File: src/design/rfat_pkg.sv
// rfat_pkg: shared types, codes and constants of the response file argument tokenizer
// no dependencies
`default_nettype none

package rfat_pkg;

   localparam int MAX_SLASH_RUN = 255;
   localparam int SLASH_LIMIT_I = (MAX_SLASH_RUN > 255) ? 255 : MAX_SLASH_RUN;
   localparam logic [7:0] SLASH_LIMIT = 8'(SLASH_LIMIT_I);

   localparam logic [2:0] KIND_BYTE  = 3'd0;
   localparam logic [2:0] KIND_SLASH = 3'd1;
   localparam logic [2:0] KIND_ARG   = 3'd2;
   localparam logic [2:0] KIND_DONE  = 3'd3;
   localparam logic [2:0] KIND_ERR   = 3'd4;

   localparam logic [2:0] ERR_NONE   = 3'd0;
   localparam logic [2:0] ERR_ENC    = 3'd1;
   localparam logic [2:0] ERR_NUL    = 3'd2;
   localparam logic [2:0] ERR_COUNT  = 3'd3;
   localparam logic [2:0] ERR_QUOTE  = 3'd4;
   localparam logic [2:0] ERR_SLASH  = 3'd5;

   localparam logic [1:0] MODE_UNDEC = 2'd0;
   localparam logic [1:0] MODE_PLAIN = 2'd1;
   localparam logic [1:0] MODE_UTF16 = 2'd2;

   localparam logic [7:0] BOM_FF    = 8'hff;
   localparam logic [7:0] BOM_FE    = 8'hfe;
   localparam logic [7:0] BOM_EF    = 8'hef;
   localparam logic [7:0] BOM_BB    = 8'hbb;
   localparam logic [7:0] BOM_BF    = 8'hbf;
   localparam logic [7:0] CH_BSLASH = 8'h5c;
   localparam logic [7:0] CH_QUOTE  = 8'h22;
   localparam logic [7:0] CH_SPACE  = 8'h20;
   localparam logic [7:0] CH_TAB    = 8'h09;
   localparam logic [7:0] CH_CR     = 8'h0d;

   // element slots of a bundle: text bytes 0..3, then error, then end
   localparam logic [2:0] EL_ERR = 3'd4;
   localparam logic [2:0] EL_END = 3'd5;

   typedef struct packed {
      logic [7:0] in_byte;
      logic       in_last;
   } req_type;

   typedef struct packed {
      logic [2:0] out_kind;
      logic [7:0] out_byte;
      logic [7:0] out_backslashes;
      logic [2:0] error_code;
      logic       out_last;
   } rsp_type;

   typedef struct packed {
      logic [5:0]      mask;
      logic [3:0][7:0] text;
      logic [2:0]      err;
      logic            pend;
   } bundle_type;

endpackage

`default_nettype wire

File: src/design/rfat_front.sv
// rfat_front: byte order mark detection, utf-16le decoding and utf-8 re-encoding
// depends on rfat_pkg
`default_nettype none

module rfat_front
   import rfat_pkg::*;
(
   input  wire logic       clock,
   input  wire logic       reset,
   input  wire logic       req_push,
   output logic            req_full,
   input  wire req_type    req_data,
   output logic            bq_push,
   output bundle_type      bq_data,
   input  wire logic       bq_full
);

   logic [1:0]  mode_ff, mode_in;
   logic [1:0]  pfx_cnt_ff, pfx_cnt_in;
   logic [7:0]  pfx0_ff, pfx0_in;
   logic        lo_v_ff, lo_v_in;
   logic [7:0]  lo_ff, lo_in;
   logic        hs_v_ff, hs_v_in;
   logic [9:0]  hs_ff, hs_in;

   logic            accept;
   logic [7:0]      b;
   logic [15:0]     u;
   logic [20:0]     cp;
   logic [3:0][7:0] txt;
   logic [2:0]      tcnt;
   logic [2:0]      err;
   logic [3:0]      tmask;

   assign accept   = req_push && !bq_full;
   assign req_full = bq_full;
   assign b        = req_data.in_byte;
   assign u        = {b, lo_ff};
   assign cp       = 21'h10000 + 21'({hs_ff, u[9:0]});

   always_comb begin
      mode_in    = mode_ff;
      pfx_cnt_in = pfx_cnt_ff;
      pfx0_in    = pfx0_ff;
      lo_v_in    = lo_v_ff;
      lo_in      = lo_ff;
      hs_v_in    = hs_v_ff;
      hs_in      = hs_ff;
      txt        = '0;
      tcnt       = 3'd0;
      err        = ERR_NONE;
      unique case (mode_ff)
         MODE_UNDEC: begin
            case (pfx_cnt_ff)
               2'd0: begin
                  if (b == BOM_FF || b == BOM_EF) begin
                     pfx0_in    = b;
                     pfx_cnt_in = 2'd1;
                  end else begin
                     mode_in = MODE_PLAIN;
                     txt[0]  = b;
                     tcnt    = 3'd1;
                  end
               end
               2'd1: begin
                  if (pfx0_ff == BOM_FF) begin
                     pfx_cnt_in = 2'd0;
                     if (b == BOM_FE) begin
                        mode_in = MODE_UTF16;
                     end else begin
                        mode_in = MODE_PLAIN;
                        txt[0]  = BOM_FF;
                        txt[1]  = b;
                        tcnt    = 3'd2;
                     end
                  end else if (b == BOM_BB) begin
                     pfx_cnt_in = 2'd2;
                  end else begin
                     pfx_cnt_in = 2'd0;
                     mode_in    = MODE_PLAIN;
                     txt[0]     = BOM_EF;
                     txt[1]     = b;
                     tcnt       = 3'd2;
                  end
               end
               default: begin
                  pfx_cnt_in = 2'd0;
                  mode_in    = MODE_PLAIN;
                  if (b != BOM_BF) begin
                     txt[0] = BOM_EF;
                     txt[1] = BOM_BB;
                     txt[2] = b;
                     tcnt   = 3'd3;
                  end
               end
            endcase
         end
         MODE_UTF16: begin
            if (!lo_v_ff) begin
               lo_v_in = 1'b1;
               lo_in   = b;
            end else begin
               lo_v_in = 1'b0;
               if (hs_v_ff) begin
                  hs_v_in = 1'b0;
                  if (u < 16'hdc00 || u > 16'hdfff) begin
                     err = ERR_ENC;
                  end else begin
                     txt[0] = {5'b11110, cp[20:18]};
                     txt[1] = {2'b10, cp[17:12]};
                     txt[2] = {2'b10, cp[11:6]};
                     txt[3] = {2'b10, cp[5:0]};
                     tcnt   = 3'd4;
                  end
               end else if (u == 16'h0000) begin
                  err = ERR_NUL;
               end else if (u >= 16'hdc00 && u <= 16'hdfff) begin
                  err = ERR_ENC;
               end else if (u >= 16'hd800 && u <= 16'hdbff) begin
                  hs_v_in = 1'b1;
                  hs_in   = u[9:0];
               end else if (u <= 16'h007f) begin
                  txt[0] = u[7:0];
                  tcnt   = 3'd1;
               end else if (u <= 16'h07ff) begin
                  txt[0] = {3'b110, u[10:6]};
                  txt[1] = {2'b10, u[5:0]};
                  tcnt   = 3'd2;
               end else begin
                  txt[0] = {4'b1110, u[15:12]};
                  txt[1] = {2'b10, u[11:6]};
                  txt[2] = {2'b10, u[5:0]};
                  tcnt   = 3'd3;
               end
            end
         end
         default: begin
            txt[0] = b;
            tcnt   = 3'd1;
         end
      endcase
      // held mark bytes that never formed a mark go out as text
      if (req_data.in_last && mode_in == MODE_UNDEC && pfx_cnt_in != 2'd0) begin
         txt[0] = pfx0_in;
         txt[1] = BOM_BB;
         tcnt   = {1'b0, pfx_cnt_in};
      end
   end

   always_comb begin
      case (tcnt)
         3'd0:    tmask = 4'b0000;
         3'd1:    tmask = 4'b0001;
         3'd2:    tmask = 4'b0011;
         3'd3:    tmask = 4'b0111;
         default: tmask = 4'b1111;
      endcase
   end

   always_comb begin
      bq_data.mask = {req_data.in_last, err != ERR_NONE, tmask};
      bq_data.text = txt;
      bq_data.err  = err;
      bq_data.pend = (mode_in == MODE_UTF16) && (lo_v_in || hs_v_in);
   end

   assign bq_push = accept && (bq_data.mask != 6'd0);

   always_ff @(posedge clock) begin
      if (reset || (accept && req_data.in_last)) begin
         mode_ff    <= MODE_UNDEC;
         pfx_cnt_ff <= 2'd0;
         lo_v_ff    <= 1'b0;
         hs_v_ff    <= 1'b0;
      end else if (accept) begin
         mode_ff    <= mode_in;
         pfx_cnt_ff <= pfx_cnt_in;
         lo_v_ff    <= lo_v_in;
         hs_v_ff    <= hs_v_in;
      end
   end

   always_ff @(posedge clock) begin
      if (accept) begin
         pfx0_ff <= pfx0_in;
         lo_ff   <= lo_in;
         hs_ff   <= hs_in;
      end
   end

endmodule

`default_nettype wire

File: src/design/rfat_bundle_q.sv
// rfat_bundle_q: two-entry queue of decoded bundles between front and back
// depends on rfat_pkg
`default_nettype none

module rfat_bundle_q
   import rfat_pkg::*;
(
   input  wire logic       clock,
   input  wire logic       reset,
   input  wire logic       push,
   input  wire bundle_type push_data,
   output logic            full,
   input  wire logic       pop,
   output logic            valid,
   output bundle_type      pop_data
);

   bundle_type  ent_ff [2];
   logic        wr_ptr_ff;
   logic        rd_ptr_ff;
   logic [1:0]  cnt_ff;
   logic        do_push;
   logic        do_pop;

   assign full     = (cnt_ff == 2'd2);
   assign valid    = (cnt_ff != 2'd0);
   assign pop_data = ent_ff[rd_ptr_ff];
   assign do_push  = push && !full;
   assign do_pop   = pop && valid;

   always_ff @(posedge clock) begin
      if (reset) begin
         wr_ptr_ff <= 1'b0;
         rd_ptr_ff <= 1'b0;
         cnt_ff    <= 2'd0;
      end else begin
         if (do_push) wr_ptr_ff <= !wr_ptr_ff;
         if (do_pop)  rd_ptr_ff <= !rd_ptr_ff;
         cnt_ff <= cnt_ff + 2'(do_push) - 2'(do_pop);
      end
   end

   always_ff @(posedge clock) begin
      if (do_push) ent_ff[wr_ptr_ff] <= push_data;
   end

endmodule

`default_nettype wire

File: src/design/rfat_back.sv
// rfat_back: argument splitter, one bundle element a cycle, result hold and output queue
// depends on rfat_pkg; a full output queue with a result held stalls the splitter
`default_nettype none

module rfat_back
   import rfat_pkg::*;
(
   input  wire logic        clock,
   input  wire logic        reset,
   input  wire logic        csr_we,
   input  wire logic [15:0] csr_wdata,
   input  wire logic        bq_valid,
   input  wire bundle_type  bq_data,
   output logic             bq_pop,
   output logic             rsp_empty,
   input  wire logic        rsp_pop,
   output rsp_type          rsp_data
);

   logic [15:0] max_args_ff;
   logic        failed_ff, failed_in;
   logic        quote_ff, quote_in;
   logic [7:0]  slash_ff, slash_in;
   logic        tok_ff, tok_in;
   logic [15:0] args_ff, args_in;
   logic [5:0]  done_ff;
   logic        hold_v_ff;
   logic        hold_closed_ff;
   rsp_type     hold_ff;
   rsp_type     ent_ff [2];
   logic        wr_ptr_ff;
   logic        rd_ptr_ff;
   logic [1:0]  cnt_ff;

   logic [5:0]  pending;
   logic [2:0]  sel;
   logic [5:0]  cur_bit;
   logic [7:0]  c;
   logic        ws;
   logic        ofull;
   logic        proceed;
   logic        res_v;
   rsp_type     res;
   logic        elem_done;
   logic        bundle_done;
   logic        new_res;
   logic        hold_wr;
   logic        do_pop;
   rsp_type     wr_ent;

   assign pending = bq_data.mask & ~done_ff;

   always_comb begin
      sel = EL_END;
      for (int i = 5; i >= 0; i--) begin
         if (pending[i]) sel = 3'(i);
      end
   end

   assign cur_bit = 6'd1 << sel;
   assign c       = bq_data.text[sel[1:0]];
   assign ws      = !quote_ff && (c == CH_SPACE || (c >= CH_TAB && c <= CH_CR));
   assign ofull   = (cnt_ff == 2'd2);
   assign proceed = bq_valid && (!hold_v_ff || !ofull);

   always_comb begin
      failed_in = failed_ff;
      quote_in  = quote_ff;
      slash_in  = slash_ff;
      tok_in    = tok_ff;
      args_in   = args_ff;
      res       = '0;
      res_v     = 1'b0;
      elem_done = 1'b1;
      if (failed_ff) begin
         elem_done = 1'b1;
      end else if (sel == EL_END) begin
         if (bq_data.pend) begin
            res_v = 1'b1; res.out_kind = KIND_ERR; res.error_code = ERR_ENC;
            failed_in = 1'b1;
         end else if (slash_ff != 8'd0) begin
            res_v = 1'b1; res.out_kind = KIND_SLASH; res.out_backslashes = slash_ff;
            tok_in = 1'b1; slash_in = 8'd0; elem_done = 1'b0;
         end else if (quote_ff) begin
            res_v = 1'b1; res.out_kind = KIND_ERR; res.error_code = ERR_QUOTE;
            failed_in = 1'b1;
         end else if (tok_ff) begin
            tok_in = 1'b0;
            res_v  = 1'b1;
            if (args_ff >= max_args_ff) begin
               res.out_kind = KIND_ERR; res.error_code = ERR_COUNT;
               failed_in = 1'b1;
            end else begin
               res.out_kind = KIND_ARG;
               args_in = args_ff + 16'd1;
               elem_done = 1'b0;
            end
         end else begin
            res_v = 1'b1; res.out_kind = KIND_DONE;
         end
      end else if (sel == EL_ERR) begin
         res_v = 1'b1; res.out_kind = KIND_ERR; res.error_code = bq_data.err;
         failed_in = 1'b1;
      end else if (c == 8'd0) begin
         res_v = 1'b1; res.out_kind = KIND_ERR; res.error_code = ERR_NUL;
         failed_in = 1'b1;
      end else if (c == CH_BSLASH) begin
         if (slash_ff >= SLASH_LIMIT) begin
            res_v = 1'b1; res.out_kind = KIND_ERR; res.error_code = ERR_SLASH;
            failed_in = 1'b1;
         end else begin
            slash_in = slash_ff + 8'd1;
         end
      end else if (c == CH_QUOTE) begin
         slash_in = 8'd0;
         if (slash_ff[0]) begin
            res_v = 1'b1; res.out_kind = KIND_BYTE; res.out_byte = CH_QUOTE;
            res.out_backslashes = slash_ff >> 1;
            tok_in = 1'b1;
         end else begin
            if (slash_ff[7:1] != 7'd0) begin
               res_v = 1'b1; res.out_kind = KIND_SLASH;
               res.out_backslashes = slash_ff >> 1;
               tok_in = 1'b1;
            end
            quote_in = !quote_ff;
         end
      end else if (ws) begin
         if (slash_ff != 8'd0) begin
            res_v = 1'b1; res.out_kind = KIND_SLASH; res.out_backslashes = slash_ff;
            tok_in = 1'b1; slash_in = 8'd0; elem_done = 1'b0;
         end else if (tok_ff) begin
            tok_in = 1'b0;
            res_v  = 1'b1;
            if (args_ff >= max_args_ff) begin
               res.out_kind = KIND_ERR; res.error_code = ERR_COUNT;
               failed_in = 1'b1;
            end else begin
               res.out_kind = KIND_ARG;
               args_in = args_ff + 16'd1;
            end
         end
      end else begin
         res_v = 1'b1; res.out_kind = KIND_BYTE; res.out_byte = c;
         res.out_backslashes = slash_ff;
         slash_in = 8'd0; tok_in = 1'b1;
      end
   end

   assign bundle_done = elem_done && ((pending & ~cur_bit) == 6'd0);
   assign bq_pop      = proceed && bundle_done;
   assign new_res     = proceed && res_v;
   assign hold_wr     = hold_v_ff && !ofull && (hold_closed_ff || new_res);
   assign do_pop      = rsp_pop && !rsp_empty;
   assign rsp_empty   = (cnt_ff == 2'd0);
   assign rsp_data    = ent_ff[rd_ptr_ff];

   always_comb begin
      wr_ent          = hold_ff;
      wr_ent.out_last = hold_closed_ff;
   end

   always_ff @(posedge clock) begin
      if (reset) begin
         max_args_ff <= 16'hffff;
      end else if (csr_we) begin
         max_args_ff <= csr_wdata;
      end
   end

   always_ff @(posedge clock) begin
      if (reset || (proceed && elem_done && sel == EL_END)) begin
         failed_ff <= 1'b0;
         quote_ff  <= 1'b0;
         slash_ff  <= 8'd0;
         tok_ff    <= 1'b0;
         args_ff   <= 16'd0;
      end else if (proceed) begin
         failed_ff <= failed_in;
         quote_ff  <= quote_in;
         slash_ff  <= slash_in;
         tok_ff    <= tok_in;
         args_ff   <= args_in;
      end
   end

   always_ff @(posedge clock) begin
      if (reset) begin
         done_ff        <= 6'd0;
         hold_v_ff      <= 1'b0;
         hold_closed_ff <= 1'b0;
      end else begin
         if (bq_pop) begin
            done_ff <= 6'd0;
         end else if (proceed && elem_done) begin
            done_ff <= done_ff | cur_bit;
         end
         if (new_res) begin
            hold_v_ff      <= 1'b1;
            hold_closed_ff <= bundle_done;
         end else if (hold_wr) begin
            hold_v_ff      <= 1'b0;
            hold_closed_ff <= 1'b0;
         end else if (bq_pop && hold_v_ff) begin
            hold_closed_ff <= 1'b1;
         end
      end
   end

   always_ff @(posedge clock) begin
      if (new_res) hold_ff <= res;
   end

   always_ff @(posedge clock) begin
      if (reset) begin
         wr_ptr_ff <= 1'b0;
         rd_ptr_ff <= 1'b0;
         cnt_ff    <= 2'd0;
      end else begin
         if (hold_wr) wr_ptr_ff <= !wr_ptr_ff;
         if (do_pop)  rd_ptr_ff <= !rd_ptr_ff;
         cnt_ff <= cnt_ff + 2'(hold_wr) - 2'(do_pop);
      end
   end

   always_ff @(posedge clock) begin
      if (hold_wr) ent_ff[wr_ptr_ff] <= wr_ent;
   end

endmodule

`default_nettype wire

File: src/design/response_file_argument_tokenizer.sv
// response_file_argument_tokenizer: top level, front decoder, bundle queue and splitter
// depends on rfat_pkg, rfat_front, rfat_bundle_q, rfat_back
//
//   channel   ports                          transaction
//   request   req_push  req_full  req_data   one raw byte with last flag
//   response  rsp_empty rsp_pop   rsp_data   one result item
//   csr       csr_we    csr_wdata            max_args write
//
// a byte is taken every cycle while the bundle queue has room
// the back end works at most one decoded element per cycle while not stalled; a utf-16
//   unit that expands to n utf-8 bytes gives n elements, and an element that also
//   flushes a backslash run or closes an argument stays until each result is made
// a byte's results pass the bundle queue, the hold register and the response queue
// reset is synchronous and clears all message state and both queues
// a full response queue with a result held stalls the back end, a full bundle queue raises req_full
`default_nettype none

module response_file_argument_tokenizer
   import rfat_pkg::*;
(
   input  wire logic        clock,
   input  wire logic        reset,
   input  wire logic        req_push,
   output logic             req_full,
   input  wire req_type     req_data,
   output logic             rsp_empty,
   input  wire logic        rsp_pop,
   output rsp_type          rsp_data,
   input  wire logic        csr_we,
   input  wire logic [15:0] csr_wdata
);

   logic       bq_push;
   logic       bq_full;
   logic       bq_valid;
   logic       bq_pop;
   bundle_type bq_wdata;
   bundle_type bq_rdata;

   rfat_front u_front (
      .clock    (clock),
      .reset    (reset),
      .req_push (req_push),
      .req_full (req_full),
      .req_data (req_data),
      .bq_push  (bq_push),
      .bq_data  (bq_wdata),
      .bq_full  (bq_full)
   );

   rfat_bundle_q u_queue (
      .clock     (clock),
      .reset     (reset),
      .push      (bq_push),
      .push_data (bq_wdata),
      .full      (bq_full),
      .pop       (bq_pop),
      .valid     (bq_valid),
      .pop_data  (bq_rdata)
   );

   rfat_back u_back (
      .clock     (clock),
      .reset     (reset),
      .csr_we    (csr_we),
      .csr_wdata (csr_wdata),
      .bq_valid  (bq_valid),
      .bq_data   (bq_rdata),
      .bq_pop    (bq_pop),
      .rsp_empty (rsp_empty),
      .rsp_pop   (rsp_pop),
      .rsp_data  (rsp_data)
   );

endmodule

`default_nettype wire

File: config.mk
export PLATFORM = sky130hd
export DESIGN_NAME = response_file_argument_tokenizer
export DESIGN_NICKNAME = d
export VERILOG_FILES = /design/src/design/rfat_pkg.sv /design/src/design/rfat_front.sv /design/src/design/rfat_bundle_q.sv /design/src/design/rfat_back.sv /design/src/design/response_file_argument_tokenizer.sv
export SDC_FILE = /design/constraint.sdc
export NUM_CORES = 1
export LEC_CHECK = 0
export ABC_AREA = 1
export BUFFER_PORTS_ARGS = -buffer_cell sky130_fd_sc_hd__buf_2
export CORE_ASPECT_RATIO = 1.75
export CORE_MARGIN = 5
export CORE_UTILIZATION = 47
export CTS_CLUSTER_DIAMETER = 30
export DETAILED_ROUTE_END_ITERATION = 12
export PLACE_DENSITY = 0.71
export SLEW_MARGIN = 20
export SYNTH_ARGS = -nofsm -noshare
export SYNTH_HDL_FRONTEND = slang
export SYNTH_SLANG_ARGS = --single-unit
File: constraint.sdc
create_clock -name clock -period 5.25 [get_ports clock]
set_input_delay 0.2625 -clock clock [delete_from_list [all_inputs] [get_ports clock]]
set_output_delay 0.2625 -clock clock [all_outputs]
set_load 0.02 [all_outputs]
==> metrics.md, run 1 <==
| Metric | Value |
|---|---|
| Outcome | `completed` |
| Initial antenna violation count | `0` |
| Finished layout cell area | `14,000 sq um` |
| Reg2Reg Setup Slack | `1.05 ns` |
| Slowest cell delay on critical path | `0.44 ns` |
| Fin crit share | `0.800` |
| Total Power | `6.95 mW` |
| Postcts setup bufs | `0` |
| Number of global-route vias before repair | `9,575` |
| Clock root buffer | `clkbuf_16` |
| Post-route DRC violation count | `0` |
| RePlAce Congestion | `0.981` |
| Max-Cap Viols | `0` |
| Crit-path max FO | `36` |
| Clock power frac | `0.313` |
| Initial Util | `0.477` |
| Critical-path cell list | `inv_2, nand2_1, nand3_2, nand2_1, nor2_1, inv_2, nor2_4, inv_2, nor2_4, inv_2, a21oi_1, o21bai_2, nand2_2, nand3_1, inv_1, ha_1, inv_1, ha_1, xor2_1, o21ai_0, a21oi_1` |
| Sequential cell area fraction in the yosys report | `0.545` |
| CP Capture Type | `flip-flop` |
| Antenna Nets Post-Route | `0` |
| Final hold violation count | `0` |
| Top_reg_cell synth | `edfxtp_1` |
| Die Y | `222 um` |
| Vias per Instance | `5.45` |
| Register clock-pin slew on the reported worst setup and hold paths | `0.06 ns` |
| Worst skew pair latency | `0.58 ns` |
| # IOs | `55` |
| Layout fillers | `2,270` |
| Detailed Route WL | `32,200 um` |
| Max Clk Rate | `0.238 GHz` |
| DPL Wire Length | `24,300 um` |
| DP Worst Slack | `1.13 ns` |
| CTS Hold Bufs | `23` |
| CTS tree | `built` |
| RSZ-0062 raised after global routing | `false` |
| Combinational share of power | `0.295` |
| Die width | `131 um` |
| CTS buffer count | `31` |
| Switching part of the total | `0.366` |
| DR pass1 iterations | `5` |
| Pin count of the biggest net entering global routing | `42` |
| Rows | `77` |
| Critical path's slowest cell | `inv_2` |
| Diodes inserted | `0` |
| Non-filler instance count after layout | `1,754` |
| Worst Skew | `0.0166 ns` |
| Finished Core Util | `0.555` |
| Placed cells | `1,673` |
| GR Util All Layers | `0.221` |
| Min-delay worst type | `input pin to flip-flop` |
| Post-synth cell types | `50` |
| Core box area | `25,200 sq um` |
| Worst-margin pin slew | `0.847 ns` |
| Die area | `29,000 sq um` |
| DR WL/cell | `18.4 um` |
| Setup violations, final | `0` |
| P_leak | `5.70 nW` |
| CP Data Required Time | `5.71 ns` |
| Sequential group share of total power | `0.391` |
| First-pass GRT wire length | `50,000 um` |
| Fin nets | `1,468` |
| Startpoint types | `flip-flop` |
| Synth Cell Area | `12,000 sq um` |
| Layout cells sized above 1 | `0.149` |
| Yosys reg bits | `241` |
| Crit path DAT | `4.66 ns` |
| DRT iter0 DRCs | `663` |
| Net Count, Synth | `1,372` |
| Count of pins over their slew limit | `0` |
| R2R depth | `21` |
| EDFF count, synth | `174` |
| Net Switching | `2.54 mW` |
| CTS-repair resized insts | `0` |
| CP dominant cell by count | `inv_2` |
| Peak supply drop | `280 uV` |
| Via count | `9,560` |
| Post-DP Area | `12,700 sq um` |
| Hold Path Depth | `1` |
| Post-route setup TNS | `0 ns` |
| Synth async-reset ratio | `0` |
| Grt ovf | `0` |
| Final setup margin | `1.05 ns` |
| Critical path type | `flip-flop to flip-flop` |
| Post-Syn Instances | `1,317` |
| Internal power | `4.40 mW` |
| Buffers added on ports | `54` |
| Pwr Density | `496 nW/um^2` |
| Post-Syn Area per Cell | `9.14 sq um` |
| Hold_ws | `0.0431 ns` |
| H-tree Lvls | `1` |
| CTS max path bufs | `3` |
| Clock sinks | `241` |
| Slew headroom | `0.433` |
| Final min period | `4.20 ns` |
| Area Overhead vs Synth | `16.4%` |
| Synth warn | `0` |
flip-flops by register name, indices dropped and copies added (netlist names), 2 cells and up, named ones only:
name and cells:
u_front.mode_ff 2, u_back.max_args_ff 16, u_back.args_ff 16, u_back.cnt_ff 2, u_front.lo_ff 8, u_back.done_ff 6
u_queue.ent_ff 80, u_back.hold_ff 22, u_queue.cnt_ff 2, u_front.pfx0_ff 8, u_back.slash_ff 8, u_front.pfx_cnt_ff 2
u_back.ent_ff 46, u_front.hs_ff 10
cell usage in the layout, fill, tap and decap left out, types with 31 or more instances in the layout:
cell type	instances
nor2_1	116
nand4_1	36
buf_2	54
dfxtp_1	66
clkbuf_16	31
a21oi_1	73
nand3_1	62
inv_1	173
edfxtp_1	174
nor3_1	32
nand2_1	292
o21ai_0	60
area by class of cell:
cell class              count  area [sq um]  share of cell area
multi-input cells         865          4670               0.333
clock buffers              33           803              0.0573
flip-flops and latches    241          6570               0.469
well taps                 316           395              0.0282
clock inverters            25           293              0.0209
repair buffers             88           583              0.0416
inverters                 186           698              0.0498
critical path, delay by kind of cell (launching register included):
family | cells | cell delay (ns)
AO/OA/AOI/OAI | 4 | 0.56
buffers and inverters | 6 | 0.97
flip-flops | 1 | 0.32
AND/OR/NAND/NOR | 8 | 1.59
XOR/XNOR | 1 | 0.15
adder cells (fa/ha/maj) | 2 | 0.45
power by group through the flow:
stage | combinational, mW | clock [mW] | sequential (mW)
finish | 2.05 | 2.17 | 2.72
global route | 2.27 | 2.30 | 2.76
CTS | 2.06 | 2.22 | 2.72
detailed placement | 2.04 | 0 | 2.76
global placement | 2.03 | 0 | 2.74
floorplan | 1.46 | 0 | 2.69
path summary, 6_finish.rpt:
kind | start | endpoint
setup reg to reg | flip-flop | u_queue.cnt_ff[1]$_SDFF_PP0_
hold reg to reg | u_back.hold_ff[2]$_SDFFCE_PP0P_ | u_back.ent_ff[0][2]$_DFFE_PP_
setup / recovery | flip-flop | u_queue.cnt_ff[1]$_SDFF_PP0_
hold / removal | req_data[7] | u_front.lo_ff[6]$_DFFE_PP_
Yosys cell counts, types with 7 or more instances:
cell,number,area [sq um]
nor3_1,32,160
a21oi_2,16,140
nor2_2,9,56.3
o221ai_1,7,61.3
inv_1,173,649
o22ai_1,11,68.8
edfxtp_1,174,5230
nor4_1,10,62.6
nand3_1,62,310
a21oi_1,74,370
ha_1,25,313
dfxtp_1,67,1340
nand2_1,292,1100
xor2_1,9,78.8
nand4_1,36,225
clkbuf_1,16,60.1
o211ai_1,13,97.6
inv_2,9,33.8
nor2_1,120,450
xnor2_1,7,61.3
mux2_2,23,259
o21ai_0,60,300
nand3_2,8,80.1
metal layers:
layer  GRT usage  up-vias  wire length (um)
li1            -     4709                 -
met1       0.210     4452             10600
met2       0.430      287             18400
met3      0.0246      112              1100
met4       0.133        0              2130
met5           0        -                 0
kinds of logic after synthesis:
group,count (synthesis),synth area share
compound gates,209,0.105
xor+xnor,16,0.0116
fa+ha+maj,25,0.0260
buf+inv,211,0.0685
flops,241,0.545
mux,26,0.0240
simple gates,589,0.219
(Power assumes the default switching activity.)
==> inputs of run 2 (changes only) <==
ABC_AREA = 0   (was 1)
clock period = 4.4 ns   (was 5.25 ns; I/O delays follow)
==> metrics.md, run 2 <==
| Metric | Value |
|---|---|
| Outcome | `completed` |
| Net Count, Synth | `1,096` |
| Worst skew pair latency | `0.56 ns` |
| Clock root buffer | `clkbuf_16` |
| DR pass1 iterations | `5` |
| Buffers added on ports | `54` |
| Startpoint types | `flip-flop` |
| WP buf/inv | `4` |
| Vias per Instance | `5.86` |
| CP dominant cell by count | `buf_4` |
| Critical-path cell list | `mux2i_4, buf_4, a2111oi_0, a211oi_2, a211oi_1, buf_4, nand4_1, or4_1, o311ai_0, buf_4, o2bb2ai_2, o21bai_2, inv_1, ha_1, xor2_1, xnor2_1, nor2_1` |
| Top Registers | `u_queue.ent_ff x80, u_back.ent_ff x46, u_back.hold_ff x22` |
| # IOs | `55` |
| Critical path type | `flip-flop to flip-flop` |
| CTS tree | `built` |
| GR Util All Layers | `0.200` |
| Synth top area share | `0.444` |
| Post-synth cell types | `86` |
| Biggest register | `u_queue.ent_ff` |
| Top_reg_cell synth | `edfxtp_1` |
| Most frequent cell after synthesis | `edfxtp_1` |
| Crit path DAT | `4.76 ns` |
| CP Data Required Time | `4.82 ns` |
| RSZ-0062 raised after global routing | `true` |
| Detailed Route WL | `29,500 um` |
| Slew headroom | `0.288` |
| H-tree Lvls | `1` |
| Pin count of the biggest net entering global routing | `44` |
| Synth area leaders | `edfxtp_1 44%, dfxtp_1 11%, nor2_1 3.2%, mux2_2 3.2%, ha_1 2.7%` |
| Initial antenna violation count | `0` |
| Sequential cell area fraction in the yosys report | `0.557` |
| Max Clk Rate | `0.231 GHz` |
| Synth warn | `0` |
| Count of pins over their slew limit | `0` |
| Worst Skew | `0.0155 ns` |
| DRT iter0 DRCs | `563` |
| Layout fillers | `2,068` |
| Register clock-pin slew on the reported worst setup and hold paths | `0.06 ns` |
| CTS max path bufs | `3` |
| Setup violations, final | `0` |
| Fin nets | `1,212` |
| Critical path's slowest cell | `a2111oi_0` |
| Layout cells sized above 1 | `0.235` |
| Area Overhead vs Synth | `18.9%` |
| Die width | `130 um` |
| Worst-margin pin slew | `1.06 ns` |
| Core box area | `24,700 sq um` |
| Die Y | `219 um` |
| Final min period | `4.33 ns` |
| Post-Syn Area per Cell | `11.3 sq um` |
| Synth cell count leaders | `174 x edfxtp_1, 102 x nor2_1, 67 x dfxtp_1, 64 x nand2_1, 50 x inv_1` |
| Critical path's top delay family | `compound AO/OA/AOI/OAI gates` |
| Via count | `8,748` |
| Final hold violation count | `0` |
| Number of global-route vias before repair | `8,668` |
| Most frequent cells in the layout | `174 x edfxtp_1, 97 x nor2_1, 66 x dfxtp_1, 64 x nand2_1, 63 x buf_4` |
| Synth Cell Area | `11,800 sq um` |
| DPL Wire Length | `21,000 um` |
| Die area | `28,500 sq um` |
| Synth area leader | `edfxtp_1` |
| Clock sinks | `241` |
| Slowest cell delay on critical path | `0.60 ns` |
| CP Capture Type | `flip-flop` |
| CTS buffer count | `30` |
| Pwr Density | `543 nW/um^2` |
| Peak supply drop | `329 uV` |
| Fin crit share | `0.985` |
| First-pass GRT wire length | `45,000 um` |
| Commonest non-fill, non-tap cell in the layout | `edfxtp_1` |
| Min-delay worst type | `input pin to flip-flop` |
| P_leak | `5.23 nW` |
| Max-Cap Viols | `0` |
| Post-Syn Instances | `1,041` |
| Post-route setup TNS | `0 ns` |
| Grt ovf | `0` |
| Rows | `76` |
| Post-route DRC violation count | `0` |
| EDFF count, synth | `174` |
| RePlAce Congestion | `1.02` |
| Max reg flops | `80` |
| Crit-path max FO | `10` |
| Yosys reg bits | `241` |
| Total Power | `7.60 mW` |
| Diodes inserted | `0` |
| Antenna Nets Post-Route | `0` |
| Initial Util | `0.477` |
| DR WL/cell | `19.8 um` |
| Synth async-reset ratio | `0` |
[run 2: final timing paths]
kind | from | end | slack (ns) | cells past startpoint
worst max-delay path | flip-flop | u_back.cnt_ff[1]$_SDFF_PP0_ | 0.07 | 17
worst min-delay path | req_data[4] | u_front.lo_ff[3]$_DFFE_PP_ | 0.06 | 2
worst max register to register | flip-flop | u_back.cnt_ff[1]$_SDFF_PP0_ | 0.07 | 17
worst min register to register | u_back.hold_ff[3]$_SDFFCE_PP0P_ | u_back.ent_ff[0][3]$_DFFE_PP_ | 0.44 | 0
[run 2: area by class of cell]
| class | instances | area [sq um] | area share |
|---|---|---|---|
| sequential | 241 | 6570 | 0.469 |
| multi-input combinational | 694 | 4880 | 0.348 |
| timing repair buffer | 139 | 990 | 0.0707 |
| clock buffer | 33 | 783 | 0.0559 |
| tap | 312 | 390 | 0.0279 |
| clock inverter | 23 | 204 | 0.0146 |
| inverter | 51 | 191 | 0.0137 |
[run 2: kinds of logic (layout without fill, tap and decap cells)]
logic type	Yosys count	after routing	synth area share
adder cells (fa/ha/maj)	26	26	0.0274
AO/OA/AOI/OAI	241	242	0.158
XOR/XNOR	16	16	0.0119
multiplexers	57	57	0.0541
buffers and inverters	109	246	0.0402
AND/OR/NAND/NOR	351	353	0.151
flip-flops	241	241	0.557
[run 2: where the power goes]
group	switching [mW]	internal, mW
clock network	1.02	1.34
registers	0.209	2.95
logic	1.25	0.832
[run 2: layer usage]
metal | up-vias | share of wire | track usage
li1 | 4195 | - | -
met1 | 4200 | 0.33 | 0.190
met2 | 250 | 0.57 | 0.397
met3 | 103 | 0.038 | 0.0248
met4 | 0 | 0.063 | 0.111
met5 | - | 0 | 0
[run 2: stage by stage]
step           instance area [sq um]  hold slack, ns  utilization  instances  worst slack, ns
2_1_floorplan                  11800           0.319            -       1041           -0.258
3_3_place_gp                   12700           0.424        0.512       1409           0.0505
3_5_place_dp                   12700           0.434        0.512       1409          -0.0682
4_1_cts                        13800          0.0349        0.559       1483          0.00529
5_1_grt                        14000          0.0390        0.566       1493          -0.0535
6_report                       14000          0.0649        0.566       1493           0.0681
[run 2: what timing repair did]
action | in CTS | in global routing
hold endpoints to repair | 18 | 0
setup endpoints to repair | 48 | 67
hold buffers | 17 | 0
setup buffers | 1 | 5
gates cloned | 0 | 3
resized for setup | 1 | 16
pin swaps | 1 | 5
[run 2: worst reg2reg max path, cell delays in order (launching register included)]
cell and delay (ns):
dfxtp_4 0.39, mux2i_4 0.22, buf_4 0.20, a2111oi_0 0.60
a211oi_2 0.14, a211oi_1 0.37, buf_4 0.18, nand4_1 0.18
or4_1 0.52, o311ai_0 0.40, buf_4 0.19, o2bb2ai_2 0.06
o21bai_2 0.13, inv_1 0.06, ha_1 0.19, xor2_1 0.17
xnor2_1 0.14, nor2_1 0.06
==> inputs of run 3 (changes only) <==
PLACE_DENSITY = unset   (was 0.71)
PLACE_DENSITY_LB_ADDON = 0.2   (was unset)
==> metrics.md, run 3 (same netlist as run 2, synthesis figures left out) <==
| Metric | Value |
|---|---|
| Outcome | `completed` |
| DPL Wire Length | `22,500 um` |
| Layout fillers | `2,064` |
| H-tree Lvls | `2` |
| Min-delay worst type | `input pin to flip-flop` |
| Critical path's slowest cell | `a2111oi_1` |
| Crit-path max FO | `8` |
| GR Util All Layers | `0.214` |
| Die width | `130 um` |
| Most frequent cells in the layout | `174 x edfxtp_1, 97 x nor2_1, 74 x buf_4, 66 x dfxtp_1, 64 x nand2_1` |
| Final hold violation count | `0` |
| Final min period | `4.31 ns` |
| # IOs | `55` |
| Die area | `28,500 sq um` |
| Register clock-pin slew on the reported worst setup and hold paths | `0.06 ns` |
| First-pass GRT wire length | `47,200 um` |
| Number of global-route vias before repair | `8,974` |
| Grt ovf | `0` |
| Fin nets | `1,227` |
| Area Overhead vs Synth | `21.1%` |
| Count of pins over their slew limit | `0` |
| Slowest cell delay on critical path | `0.62 ns` |
| Buffers added on ports | `54` |
| Layout cells sized above 1 | `0.243` |
| Diodes inserted | `0` |
| Max reg flops | `80` |
| CTS buffer count | `36` |
| Worst skew pair latency | `0.52 ns` |
| CTS tree | `built` |
| Core box area | `24,700 sq um` |
| Vias per Instance | `5.84` |
| Hold_ws | `0.0843 ns` |
| Area of the multi-input gates | `4800 sq um` |
| Post-route DRC violation count | `0` |
| DP Worst Slack | `0.00782 ns` |
| Critical path type | `flip-flop to flip-flop` |
| Rows | `76` |
| Critical-path cell list | `mux2i_2, o22ai_2, buf_4, a2111oi_1, a211oi_2, and3_1, or4_4, a2111oi_4, o21bai_2, and3_1, ha_1, inv_1, ha_1, xor2_1, xnor2_1, nor2_1` |
| CTS max path bufs | `3` |
| Slew headroom | `0.296` |
| Pwr Density | `568 nW/um^2` |
| CP Data Required Time | `4.79 ns` |
| Peak supply drop | `369 uV` |
| DR pass1 iterations | `5` |
| CP Capture Type | `flip-flop` |
| Register area | `6570 sq um` |
| P_leak | `5.39 nW` |
| Commonest non-fill, non-tap cell in the layout | `edfxtp_1` |
| Clock root buffer | `clkbuf_16` |
| Crit path DAT | `4.70 ns` |
| DRT iter0 DRCs | `535` |
| Worst-margin pin slew | `1.05 ns` |
| Detailed Route WL | `30,300 um` |
| Total Power | `8.10 mW` |
| Startpoint types | `flip-flop` |
| Antenna Nets Post-Route | `0` |
| Clock sinks | `241` |
| DR WL/cell | `20.0 um` |
| Final setup margin | `0.0920 ns` |
| Non-filler instance count after layout | `1,512` |
| Max Clk Rate | `0.232 GHz` |
| Biggest register | `u_queue.ent_ff` |
| RePlAce Congestion | `0.990` |
| Die Y | `219 um` |
| Max-Cap Viols | `0` |
| Initial Util | `0.477` |
| Via count | `8,836` |
| Placed cells | `1,425` |
| Setup violations, final | `0` |
| Fin crit share | `0.979` |
| Initial antenna violation count | `0` |
| Top Registers | `u_queue.ent_ff x80, u_back.ent_ff x46, u_back.hold_ff x22` |
| Pin count of the biggest net entering global routing | `41` |
| Worst Skew | `0.0180 ns` |
| RSZ-0062 raised after global routing | `true` |
[run 3: changes by cell type in the layout (fill, tap and decap cells not counted), sizes merged, moves of 2 or more]
cell / previous run / this run
clkinvlp: 6 / 4
inv: 63 / 61
buf: 122 / 132
clkbuf: 33 / 39
clkinv: 5 / 11
bufinv: 0 / 2
[run 3: worst max-delay path, delay by kind of cell (launching register included)]
| family | cells | cell delay, ns |
|---|---|---|
| buffers and inverters | 2 | 0.26 |
| AND/OR/NAND/NOR | 4 | 1.06 |
| XOR/XNOR | 2 | 0.30 |
| adder cells (fa/ha/maj) | 2 | 0.43 |
| multiplexers | 1 | 0.28 |
| flip-flops | 1 | 0.46 |
| AO/OA/AOI/OAI | 5 | 1.38 |
[run 3: final cells by class]
| cell class | count | share of cell area |
|---|---|---|
| Sequential cell | 241 | 0.460 |
| Timing Repair Buffer | 149 | 0.0754 |
| Clock buffer | 39 | 0.0661 |
| Multi-Input combinational cell | 693 | 0.337 |
| Tap cell | 312 | 0.0274 |
| Inverter | 51 | 0.0134 |
| Clock inverter | 27 | 0.0209 |
[run 3: power breakdown]
group	switching, mW	internal (mW)
combinational	1.24	0.849
sequential	0.200	2.95
clock	1.13	1.74
total	2.57	5.53
[run 3: through the flow]
stage               TNS [ns]  utilization  cell area [sq um]
detailed placement         0        0.518              12800
global placement           0        0.517              12800
finish                     0        0.577              14300
global route          -0.149        0.577              14300
CTS                        0        0.575              14200
floorplan             -20.62            -              11800
[run 3: timing repair]
item,4_1_cts,5_1_grt
buffers inserted,0,1
hold buffers,17,0
hold endpoints to repair,18,0
gates resized for setup,0,8
endpoints found under the setup margin,0,66
[run 3: final timing paths]
path	start	end	slack [ns]	depth (start not counted)
worst min register to register	u_back.hold_ff[3]$_SDFFCE_PP0P_	u_back.ent_ff[1][3]$_DFFE_PP_	0.45	0
worst max register to register	flip-flop	u_queue.cnt_ff[1]$_SDFF_PP0_	0.09	16
worst min-delay path	req_data[7]	u_front.lo_ff[6]$_DFFE_PP_	0.08	2
worst max-delay path	flip-flop	u_queue.cnt_ff[1]$_SDFF_PP0_	0.09	16
[run 3: routing by layer]
layer  global-route usage  vias to the layer above  part of all wire
met5                    0                        -                 0
met2                0.404                      277              0.56
li1                     -                     4227                 -
met1                0.205                     4212              0.33
met3               0.0312                      120             0.035
met4                0.149                        0             0.073
